===== src/imp_pkg.sv =====
// ----------------------------------------------------------------------------
// imp_pkg
// Shared types and constants for the integer matrix product block.
// ----------------------------------------------------------------------------
package imp_pkg;

    localparam int MAX_DIM_DEF = 64;
    localparam int DATA_W      = 32;
    localparam int POS_W       = 6;
    localparam int CFG_W       = 7;
    localparam int OP_W        = 2;
    localparam int REG_IDX_W   = 2;

    localparam logic [OP_W-1:0] OP_LOAD_A = 2'd0;
    localparam logic [OP_W-1:0] OP_LOAD_B = 2'd1;
    localparam logic [OP_W-1:0] OP_PROD   = 2'd2;
    localparam logic [OP_W-1:0] OP_ELEM   = 2'd3;

    localparam logic [REG_IDX_W-1:0] REG_ROWS_A    = 2'd0;
    localparam logic [REG_IDX_W-1:0] REG_INNER_DIM = 2'd1;
    localparam logic [REG_IDX_W-1:0] REG_COLS_B    = 2'd2;

    typedef struct packed {
        logic clear;
        logic valid;
    } mac_ctrl_t;

endpackage


===== src/imp_mac.sv =====
// ----------------------------------------------------------------------------
// imp_mac
// Shared multiply-accumulate unit: one registered 32x32 multiply feeding a
// wrapping 32-bit accumulator.
// ----------------------------------------------------------------------------
module imp_mac
    import imp_pkg::*;
(
    input  logic              clk,
    input  logic              rst_n,
    input  mac_ctrl_t         ctrl,
    input  logic [DATA_W-1:0] a_data,
    input  logic [DATA_W-1:0] b_data,
    output logic              busy,
    output logic [DATA_W-1:0] acc
);

    logic              prod_valid_reg;
    logic [DATA_W-1:0] prod_reg;
    logic [DATA_W-1:0] acc_reg;

    always_ff @(posedge clk or negedge rst_n)
    begin
        if (!rst_n)
        begin
            prod_valid_reg <= 1'b0;
        end
        else if (ctrl.clear)
        begin
            prod_valid_reg <= 1'b0;
        end
        else
        begin
            prod_valid_reg <= ctrl.valid;
        end
    end

    // low 32 bits of the product are the same for signed and unsigned operands
    always_ff @(posedge clk)
    begin
        prod_reg <= a_data * b_data;
        if (ctrl.clear)
        begin
            acc_reg <= '0;
        end
        else if (prod_valid_reg)
        begin
            acc_reg <= acc_reg + prod_reg;
        end
    end

    assign busy = prod_valid_reg;
    assign acc  = acc_reg;

endmodule

===== config.mk =====
export PLATFORM = sky130hd
export DESIGN_NAME = imp_mac
export DESIGN_NICKNAME = d
export VERILOG_FILES = /design/src/imp_pkg.sv /design/src/imp_mac.sv
export SDC_FILE = /design/constraint.sdc
export NUM_CORES = 1
export LEC_CHECK = 0
export BUFFER_PORTS_ARGS = -buffer_cell sky130_fd_sc_hd__buf_4
export CAP_MARGIN = 20
export CELL_PAD_IN_SITES_DETAIL_PLACEMENT = 1
export CELL_PAD_IN_SITES_GLOBAL_PLACEMENT = 1
export CORE_MARGIN = 4
export CORE_UTILIZATION = 50
export DETAILED_ROUTE_END_ITERATION = 16
export HOLD_SLACK_MARGIN = 0.08
export PLACE_DENSITY = 0.9
export SETUP_SLACK_MARGIN = 0.02
export SYNTH_ARGS = -nofsm -noshare
export SYNTH_HDL_FRONTEND = slang
export SYNTH_SLANG_ARGS = --single-unit

===== constraint.sdc =====
create_clock -name clk -period 2.8 [get_ports clk]
set_input_delay 0.28 -clock clk [delete_from_list [all_inputs] [get_ports clk]]
set_output_delay 0.28 -clock clk [all_outputs]
set_load 0.05 [all_outputs]

; Word-level counts from Yosys, hierarchy flattened
; Cells that the tools add are included.
[totals]
regBits = 65
[classes]
n_mux = 1
multipliers = 1
addsub = 1
[ops]
columns = operator, n
row1 = $add A32 B32 Y32, 1
row2 = $mul A32 B32 Y32, 1
row3 = $mux W1, 1

; Depth between registers and ports, before layout
; Gate-level depths: netlist of run 1.
[depth]
ltp_word = 1
depth_mapped = 26
depth_no_buf = 24

; Worst setup path before layout of run 1
; Ideal clock, no wire load.
[synth_timing]
kind = input -> register
startpoint = in a_data[12]
endpoint = reg prod_reg[28]
setup_ns = 0.072
t_arrival_ns = 6.575
path_slack_ns = -3.847
stages = 25
n_path_buf = 2
path_cell_list = clkbuf_1 clkbuf_1 nand2_1 fa_1 inv_1 fa_1 inv_1 fa_1 fa_1 inv_1 fa_1 inv_1 fa_1 fa_1 fa_1 inv_1 ha_1 a21o_1 a21o_1 a21oi_1 o21ai_0 a221oi_1 o21bai_1 a21oi_1 xnor2_1
[synth_via]
elab_chain_cells = 1
[synth_rtl]
columns = element, line
row1 = from (decl), imp_mac.sv:12  ; input logic [DATA_W-1:0] a_data,
row2 = $mul A32 B32 Y32, imp_mac.sv:41  ; prod_reg <= a_data * b_data;
row3 = to (signal assigned), imp_mac.sv:41
row4 = to (decl), imp_mac.sv:19  ; logic [DATA_W-1:0] prod_reg;
; No other way between the ends.
; A chain may end at the register's enable or synchronous reset.

; Worst setup path after layout of run 1
[layout_timing]
startpoint = in a_data[6]
endpoint = reg prod_reg[31]
; Same word-level chain as after synthesis.

==> results.py, run 1 <==
metrics = {
    "outcome": {
        "outcome": "complete, but fails checks",
        "violations": "setup timing",
    },
    "detailed_routing": {
        "postRouteAntennaNets": 0,
        "drc_errors": 0,
        "dr.pass1.iters": 5,
        "vias": 18900,
        "wirelength_um": 103000,
        "route.detailed.wl_per_inst_um": 35.5,
        "routed_via_density": 6.47,
        "drt-initial-drc-count": 1909,
    },
    "synthesis": {
        "yosysTopAreaCellShare_pct": 43.1,
        "synth_warnings": 0,
        "syn-mean-instance-area_sq_um": 9.08,
        "synthFlopType": "dfxtp_1",
        "synth-seq-area-share_pct": 6.87,
        "synth-edff-count": 0,
        "synth_top_area_cell": "fa_1",
        "synth_async_sr_flop_share_pct": 1.54,
        "syn_nets": 2725,
        "synth_cells": 2094,
        "synth.area.top_cells": "fa_1 (43%), ha_1 (10%), and2_1 (9.0%)",
        "synth_cell_types": 62,
        "netlist_area_sq_um": 19000,
        "synth-seq-cells": 65,
    },
    "finish": {
        "fin_area_sq_um": 24900,
        "final_common_cell": "inv_1",
        "syn2layout_area_growth_pct": 30.7,
        "seq_area_sq_um": 1330,
        "layout.nets": 3025,
        "drive_gt1_share_pct": 30.6,
        "multi_input_area_sq_um": 17500,
        "fillCellCount": 4072,
        "mostFrequentLayoutCells": "inv_1 (359), fa_1 (348), buf_4 (300)",
    },
    "critical_path": {
        "arrival_ns": 7.62,
        "cpMostUsedCell": "fa_2",
        "start_kind": "primary input",
        "required_ns": 3.06,
        "cp.buffers_inverters": 6,
        "r2r_end": "acc[20]",
        "rr_worst_depth": 13,
        "path_delay_family": "adder cells",
        "critPathSlowestCell": "fa_2",
        "crit_path_cell_trace": "buf_6 > buf_4 > and2_1 > fa_1 > inv_1 > fa_2 > inv_1 > fa_2 > inv_2 > fa_1 > inv_2 > fa_1 > fa_2 > fa_2 > fa_2 > ha_4 > a21o_1 > a21oi_4 > o21ai_2 > a21o_1 > a211o_1 > a31oi_1 > xnor2_1",
        "crit_type": "primary input to flop",
        "rrSetupSlack_ns": -0.24,
        "rr_startpoint": "acc[0]",
        "cp_max_fo": 16,
        "cp-end-kind": "flop",
        "max_stage_delay_ns": 0.71,
    },
    "grt": {
        "grt-ovfl-total": 0,
        "grt_max_degree": 53,
        "grt_pass1_wl_um": 129000,
        "track_usage_pct": 42.0,
        "antenna_found_initial": 4,
        "grt_pass1_vias": 20900,
    },
    "place": {
        "portBuffers": 100,
        "gp_congestion": 0.923,
        "pre_cts_slack_ns": -4.05,
        "hpwlAfterDp_um": 59300,
        "placed_area_sq_um": 22300,
    },
    "sta": {
        "worst_pin_slew_ns": 1.16,
        "slew_headroom_pct": 22.4,
        "finalSetupTns_ns": -92.23,
        "period_needed_ns": 7.37,
        "setup_viol": 38,
        "hold_viol": 0,
        "timing.final.ws_setup_ns": -4.57,
        "skew_ns": 0.0123,
        "fmax_mhz": 136,
        "post-route-period-util_pct": 263,
        "rsz0062_at_grt": "true",
        "drv_slew": 0,
    },
    "clock_network": {
        "htree_levels": 3,
        "insertion_delay_ns": 0.36,
        "cts_made_buffers": 9,
        "cts-root-buf": "clkbuf_16",
        "clk_pin_slew_ns": 0.06,
        "cts_tree": "yes",
        "clock-sinks": 65,
        "clk_path_buf_depth": 2,
    },
    "flow_run": {
        "maxCapViolCount": 0,
    },
    "worst_hold_path": {
        "hp-class": "primary input to flop",
        "min_to": "busy",
        "hold_path_depth": 2,
        "worstHoldStart": "ctrl[0]",
    },
    "floorplan": {
        "die_h_um": 203,
        "num_rows": 71,
        "start_util_pct": 50.6,
        "io_pins": 101,
        "dieArea_sq_um": 41200,
        "core_area_sq_um": 37600,
        "die_w_um": 203,
    },
}
## worst register-to-register path, stage by stage, from the launching register on
cell	delay, ns
dfxtp_4	0.36
ha_4	0.14
inv_2	0.05
fa_2	0.41
nor2b_2	0.14
o21ai_2	0.09
a21boi_2	0.20
o221ai_2	0.18
buf_6	0.16
o211ai_1	0.41
a41oi_2	0.24
xnor2_2	0.21
mux2i_1	0.22
nor2_1	0.10
## worst max path at each step
stage                           from  slack, ns  depth (start not counted)            to
final                      a_data[6]      -4.57                         23  prod_reg[31]
after global routing      a_data[11]      -4.50                         22  prod_reg[31]
after CTS                  b_data[5]      -3.43                         23  prod_reg[31]
after detailed placement   b_data[5]      -4.05                         24  prod_reg[28]
after global placement     b_data[8]      -3.71                         22  prod_reg[31]
after floorplan            b_data[4]      -3.47                         24  prod_reg[31]
## per-layer routing
metal	part of all wire, %	GRT usage, %	wire [um]	vias up
met2	45	73.2	46700	1758
met5	0.025	0	26	-
met4	15	39.4	15100	4
met1	29	41.7	30300	9243
li1	-	-	-	6886
met3	11	8.42	11300	962
## stage by stage
step | instances | utilization (%) | hold WS [ns]
2_1_floorplan | 2094 | - | -0.0156
3_3_place_gp | 2833 | 59.2 | 0.0548
3_5_place_dp | 2833 | 59.2 | 0.0559
4_1_cts | 2889 | 63.7 | 0.155
5_1_grt | 2910 | 66.1 | 0.206
6_report | 2912 | 66.2 | 0.197
## synth_stat cells, types with 14 or more instances
cell	number
a21o_1	34
a21oi_1	42
and2_1	273
clkbuf_1	94
dfxtp_1	64
fa_1	409
ha_1	154
inv_1	405
mux2i_1	19
nand2_1	284
nand2b_1	14
nor2_1	42
o21ai_0	18
xnor2_1	89
xor2_1	21
## cell type report
class	instances	share of cell area [%]
clock buffers	10	0.961
clock inverters	6	0.458
multi-input cells	1527	70.3
diodes	2	0.0201
repair buffers	386	14.2
well taps	511	2.57
flip-flops and latches	65	5.34
inverters	405	6.13
## timing repair
action	in CTS	in global routing
setup endpoints to repair	38	41
hold buffers	1	0
buffers inserted	42	33
pin swaps	162	147
hold endpoints to repair	1	0
gates resized for setup	236	186
gates cloned	3	0
## logic make-up (layout without fill, tap and decap cells)
| family | after synthesis | in the layout | share of synthesized area (%) |
|---|---|---|---|
| and+or+nand+nor | 669 | 669 | 17.8 |
| adders and majority gates | 563 | 563 | 53.2 |
| buffers and inverters | 502 | 807 | 9.91 |
| AOI/OAI and AO/OA | 166 | 166 | 6.12 |
| xor gates and xnor gates | 110 | 110 | 5.07 |
| DFF | 65 | 65 | 6.87 |
| muxes | 19 | 19 | 1.00 |
| other | 0 | 2 | 0 |
Power of run 1 is left out: the tool's default activity adds up to more than one toggle a clock period on the data nets, which glitch-free logic cannot reach.
==> run 2: changes to the inputs <==
==> constraint.sdc (replaced) <==
create_clock -name clk -period 2.8 [get_ports clk]
set_input_delay 0.56 -clock clk [delete_from_list [all_inputs] [get_ports clk]]
set_output_delay 0.56 -clock clk [all_outputs]
set_load 0.05 [all_outputs]
==> results.py, run 2 (synthesis gave the netlist of run 1 again) <==
metrics = {
    "outcome": {
        "outcome": "complete, but fails checks",
        "violations": "setup timing",
    },
    "sta": {
        "period_needed_ns": 8.06,
        "worst_pin_slew_ns": 0.697,
        "fmax_mhz": 124,
        "setup_viol": 39,
        "skew_ns": 0.0225,
        "slew_headroom_pct": 53.5,
        "rsz0062_at_grt": "true",
        "hold_viol": 0,
        "drv_slew": 0,
        "timing.final.ws_setup_ns": -5.26,
        "post-route-period-util_pct": 288,
    },
    "floorplan": {
        "die_w_um": 203,
        "start_util_pct": 50.6,
        "io_pins": 101,
        "num_rows": 71,
        "dieArea_sq_um": 41200,
        "die_h_um": 203,
        "core_area_sq_um": 37600,
    },
    "grt": {
        "grt-ovfl-total": 0,
        "met2_usage_pct": 74.8,
        "grt_max_degree": 53,
        "met3_usage_pct": 11.1,
        "grt_pass1_vias": 21400,
        "grt_use_met1_pct": 40.3,
        "antenna_found_initial": 6,
        "track_usage_pct": 43.5,
        "grt_pass1_wl_um": 133000,
        "top_usage_layer": "met2",
    },
    "critical_path": {
        "critPathSlowestCell": "fa_1",
        "arrival_ns": 8.33,
        "required_ns": 3.07,
        "path_delay_family": "adder cells",
        "start_kind": "primary input",
        "cpMostUsedCell": "fa_2",
        "crit_type": "primary input to flop",
        "crit_path_cell_trace": "buf_8 > buf_12 > nand2_2 > fa_2 > inv_2 > fa_2 > inv_1 > fa_1 > inv_1 > ha_1 > fa_2 > inv_2 > fa_2 > fa_1 > fa_1 > inv_1 > ha_4 > buf_4 > nand4_1 > o21ai_2 > a221oi_4 > o21ai_2 > a21oi_2 > xnor2_1",
        "cp.buffers_inverters": 8,
        "cp-end-kind": "flop",
        "max_stage_delay_ns": 0.72,
        "cp_max_fo": 9,
    },
    "clock_network": {
        "insertion_delay_ns": 0.37,
        "clk_path_buf_depth": 2,
        "cts_tree": "yes",
        "clock-sinks": 65,
        "clk_pin_slew_ns": 0.06,
        "cts_made_buffers": 9,
        "cts-root-buf": "clkbuf_16",
        "htree_levels": 3,
    },
    "detailed_routing": {
        "drt-initial-drc-count": 1897,
        "vias": 19100,
        "routed_via_density": 6.55,
        "route.detailed.wl_per_inst_um": 36.9,
        "wirelength_um": 107000,
        "dr.pass1.iters": 9,
        "drc_errors": 0,
        "postRouteAntennaNets": 0,
    },
    "place": {
        "pre_cts_slack_ns": -4.33,
        "portBuffers": 100,
        "gp_congestion": 0.916,
        "hpwlAfterDp_um": 60800,
    },
    "finish": {
        "fillCellCount": 4112,
        "final_common_cell": "inv_1",
        "drive_gt1_share_pct": 30.8,
        "mostFrequentLayoutCells": "inv_1 (353), fa_1 (341), buf_4 (298)",
        "layout.nets": 3025,
        "syn2layout_area_growth_pct": 30.1,
    },
    "flow_run": {
        "maxCapViolCount": 0,
    },
    "worst_hold_path": {
        "hp-class": "primary input to flop",
    },
}
==> run 2: cell types whose count changed in the layout (fill, tap and decap cells not counted), moves of 4 or more <==
cell	change
ha_2	+5
ha_4	-4
fa_2	+7
xnor2_1	+4
inv_2	+5
buf_6	+4
fa_1	-7
inv_1	-6
xnor2_2	-4
o21ai_1	+4
==> run 2: final cells by class <==
class                   instances  area [sq um]  share of cell area (%)
multi-input cells            1527         17400                    70.1
repair buffers                386          3530                    14.3
inverters                     405          1530                    6.16
flip-flops and latches         65          1330                    5.38
well taps                     511           639                    2.58
clock buffers                  11           254                    1.03
clock inverters                 5           100                   0.405
diodes                          3          7.51                  0.0303
==> run 2: layer usage <==
layer | wire length, um | vias up
met5 | 300 | -
met4 | 16300 | 10
met3 | 12900 | 1045
met1 | 30100 | 9306
met2 | 47800 | 1821
li1 | - | 6884
==> run 2: repair_timing <==
action,CTS,global route
endpoints found under the setup margin,38,43
resized for setup,247,178
hold buffers,1,0
setup buffers,39,32
cloned,3,0
pin swaps,172,131
endpoints found under the hold margin,1,0
==> run 2: worst paths after layout <==
kind / startpoint / endpoint / slack (ns) / depth (start not counted)
min: ctrl[0] / busy / 0.46 / 2
max: a_data[8] / prod_reg[30] / -5.26 / 24
min reg2reg: acc[27] / acc[27] / 0.52 / 2
min in group asynchronous: rst_n / busy / 0.52 / 2
max in group asynchronous: rst_n / busy / 2.18 / 2
max reg2reg: prod_reg[16] / acc[31] / -0.20 / 11
==> run 2: through the flow <==
| stage | setup TNS, ns | instances | util, % | cell area, sq um | hold WS, ns |
|---|---|---|---|---|---|
| floorplan | -77.69 | 2094 | - | 19500 | 0.264 |
| global placement | -87.90 | 2832 | 59.2 | 22300 | 0.335 |
| detailed placement | -96.84 | 2832 | 59.2 | 22300 | 0.337 |
| CTS | -80.62 | 2887 | 63.6 | 23900 | 0.443 |
| global route | -101.94 | 2911 | 65.8 | 24700 | 0.460 |
| finish | -100.34 | 2913 | 65.8 | 24700 | 0.456 |
Power of run 2 is left out for the same reason.
==> run 3: changes to the inputs <==
Settings changed: PLACE_DENSITY 0.9 to not set, PLACE_DENSITY_LB_ADDON set to 0.1.
==> results.py, run 3 (synthesis gave the netlist of run 1 again) <==
metrics = {
    "outcome": {
        "outcome": "complete, but fails checks",
        "violations": "setup timing",
    },
    "worst_hold_path": {
        "worstHoldStart": "ctrl[0]",
        "min_to": "busy",
        "hold_path_depth": 2,
        "hp-class": "primary input to flop",
    },
    "finish": {
        "layout.nets": 3020,
        "syn2layout_area_growth_pct": 27.2,
        "final_common_cell": "inv_1",
        "drive_gt1_share_pct": 26.0,
        "seq_area_sq_um": 1320,
        "diodes": 0,
        "mostFrequentLayoutCells": "inv_1 (377), fa_1 (375), buf_4 (305)",
        "final_cells": 2904,
        "fillCellCount": 4152,
        "multi_input_area_sq_um": 17000,
    },
    "sta": {
        "fmax_mhz": 150,
        "hold_viol": 0,
        "finalHoldWorstSlack_ns": 0.451,
        "rsz0062_at_grt": "true",
        "setup_viol": 29,
        "skew_ns": 0.00752,
        "worst_pin_slew_ns": 0.521,
        "drv_slew": 0,
        "post-route-period-util_pct": 238,
        "timing.final.ws_setup_ns": -3.87,
        "slew_headroom_pct": 65.3,
        "finalSetupTns_ns": -82.65,
        "period_needed_ns": 6.67,
    },
    "clock_network": {
        "clock-sinks": 65,
        "cts_made_buffers": 9,
        "insertion_delay_ns": 0.34,
        "clk_path_buf_depth": 2,
        "cts_tree": "yes",
        "cts-root-buf": "clkbuf_16",
        "htree_levels": 3,
        "clk_pin_slew_ns": 0.06,
    },
    "detailed_routing": {
        "drt-initial-drc-count": 716,
        "dr.pass1.iters": 5,
        "route.detailed.wl_per_inst_um": 22.3,
        "wirelength_um": 64800,
        "postRouteAntennaNets": 0,
        "drc_errors": 0,
        "vias": 15600,
        "routed_via_density": 5.37,
    },
    "floorplan": {
        "die_w_um": 203,
        "io_pins": 101,
        "dieArea_sq_um": 41200,
        "die_h_um": 203,
        "core_area_sq_um": 37600,
        "num_rows": 71,
        "start_util_pct": 50.6,
    },
    "grt": {
        "track_usage_pct": 30.6,
        "grt_pass1_vias": 18400,
        "grt-ovfl-total": 0,
        "antenna_found_initial": 0,
        "grt_max_degree": 53,
        "grt_pass1_wl_um": 98200,
    },
    "critical_path": {
        "start_kind": "primary input",
        "cp_max_fo": 4,
        "arrival_ns": 6.95,
        "rr_worst_depth": 11,
        "cp-end-kind": "flop",
        "cpMostUsedCell": "fa_1",
        "r2r_end": "acc[29]",
        "crit_type": "primary input to flop",
        "rrSetupSlack_ns": 0.10,
        "required_ns": 3.08,
        "rr_startpoint": "acc[10]",
        "crit_path_cell_trace": "buf_12 > buf_12 > and2_4 > fa_1 > fa_1 > fa_1 > inv_2 > fa_1 > inv_1 > fa_1 > inv_1 > fa_1 > inv_1 > fa_1 > fa_1 > ha_4 > a21o_1 > a21o_1 > a21oi_2 > o21ai_1 > a21o_1 > a211o_1 > a31oi_4 > xnor2_2",
        "critPathSlowestCell": "fa_1",
        "max_stage_delay_ns": 0.58,
    },
    "place": {
        "dp_cells": 2839,
        "portBuffers": 100,
        "hpwlAfterDp_um": 50600,
        "gp_congestion": 0.894,
        "pre_cts_slack_ns": -4.38,
    },
    "flow_run": {
        "maxCapViolCount": 0,
    },
}
-- run 3: changes by cell type in the layout (fill, tap and decap cells not counted), sizes merged --
cell    change
buf         -4
bufbuf      -1
diode       -3
clkbuf      +3
clkinv      -1
bufinv      -3
-- run 3: worst max-delay path, delay by kind of cell --
kind	cells	cell delay, ns
AOI/OAI and AO/OA	7	1.37
and+or+nand+nor	1	0.15
buffers and inverters	6	0.45
xor gates and xnor gates	1	0.12
adders and majority gates	9	4.29
-- run 3: final cells by class --
| type | instances | area share (%) |
|---|---|---|
| inverter | 405 | 6.29 |
| multi-input combinational | 1527 | 70.1 |
| timing repair buffer | 381 | 14.2 |
| clock buffer | 14 | 1.26 |
| sequential | 65 | 5.45 |
| clock inverter | 1 | 0.0207 |
| tap | 511 | 2.64 |
-- run 3: worst max-delay path by stage --
stage / startpoint / endpoint / slack, ns / depth (start not counted)
6_report: a_data[11] / prod_reg[31] / -3.87 / 24
5_1_grt: a_data[11] / prod_reg[31] / -3.99 / 24
4_1_cts: a_data[11] / prod_reg[31] / -3.74 / 25
3_5_place_dp: b_data[8] / prod_reg[31] / -4.38 / 22
3_3_place_gp: b_data[8] / prod_reg[31] / -4.34 / 22
2_1_floorplan: b_data[4] / prod_reg[31] / -3.75 / 24
-- run 3: through the flow --
| stage | utilization, % | instance area, sq um |
|---|---|---|
| floorplan | - | 19500 |
| global placement | 59.3 | 22300 |
| detailed placement | 59.3 | 22300 |
| CTS | 63.0 | 23700 |
| global route | 64.3 | 24200 |
| finish | 64.3 | 24200 |
-- run 3: repair_timing --
action | in CTS | in global routing
hold buffers | 1 | 0
buffers inserted | 33 | 21
resized for setup | 175 | 91
setup endpoints to repair | 31 | 39
pin swaps | 130 | 91
cloned | 3 | 0
endpoints found under the hold margin | 1 | 0
-- run 3: metal layers --
metal / vias up / wire length (um) / part of all wire [%] / GRT usage (%)
met5: - / 0 / 0 / 0
met4: 0 / 3950 / 6.1 / 16.0
met3: 175 / 2000 / 3.1 / 2.40
met2: 415 / 34600 / 53 / 57.4
met1: 8122 / 24200 / 37 / 34.7
li1: 6872 / - / - / -
Power of run 3 is left out for the same reason.
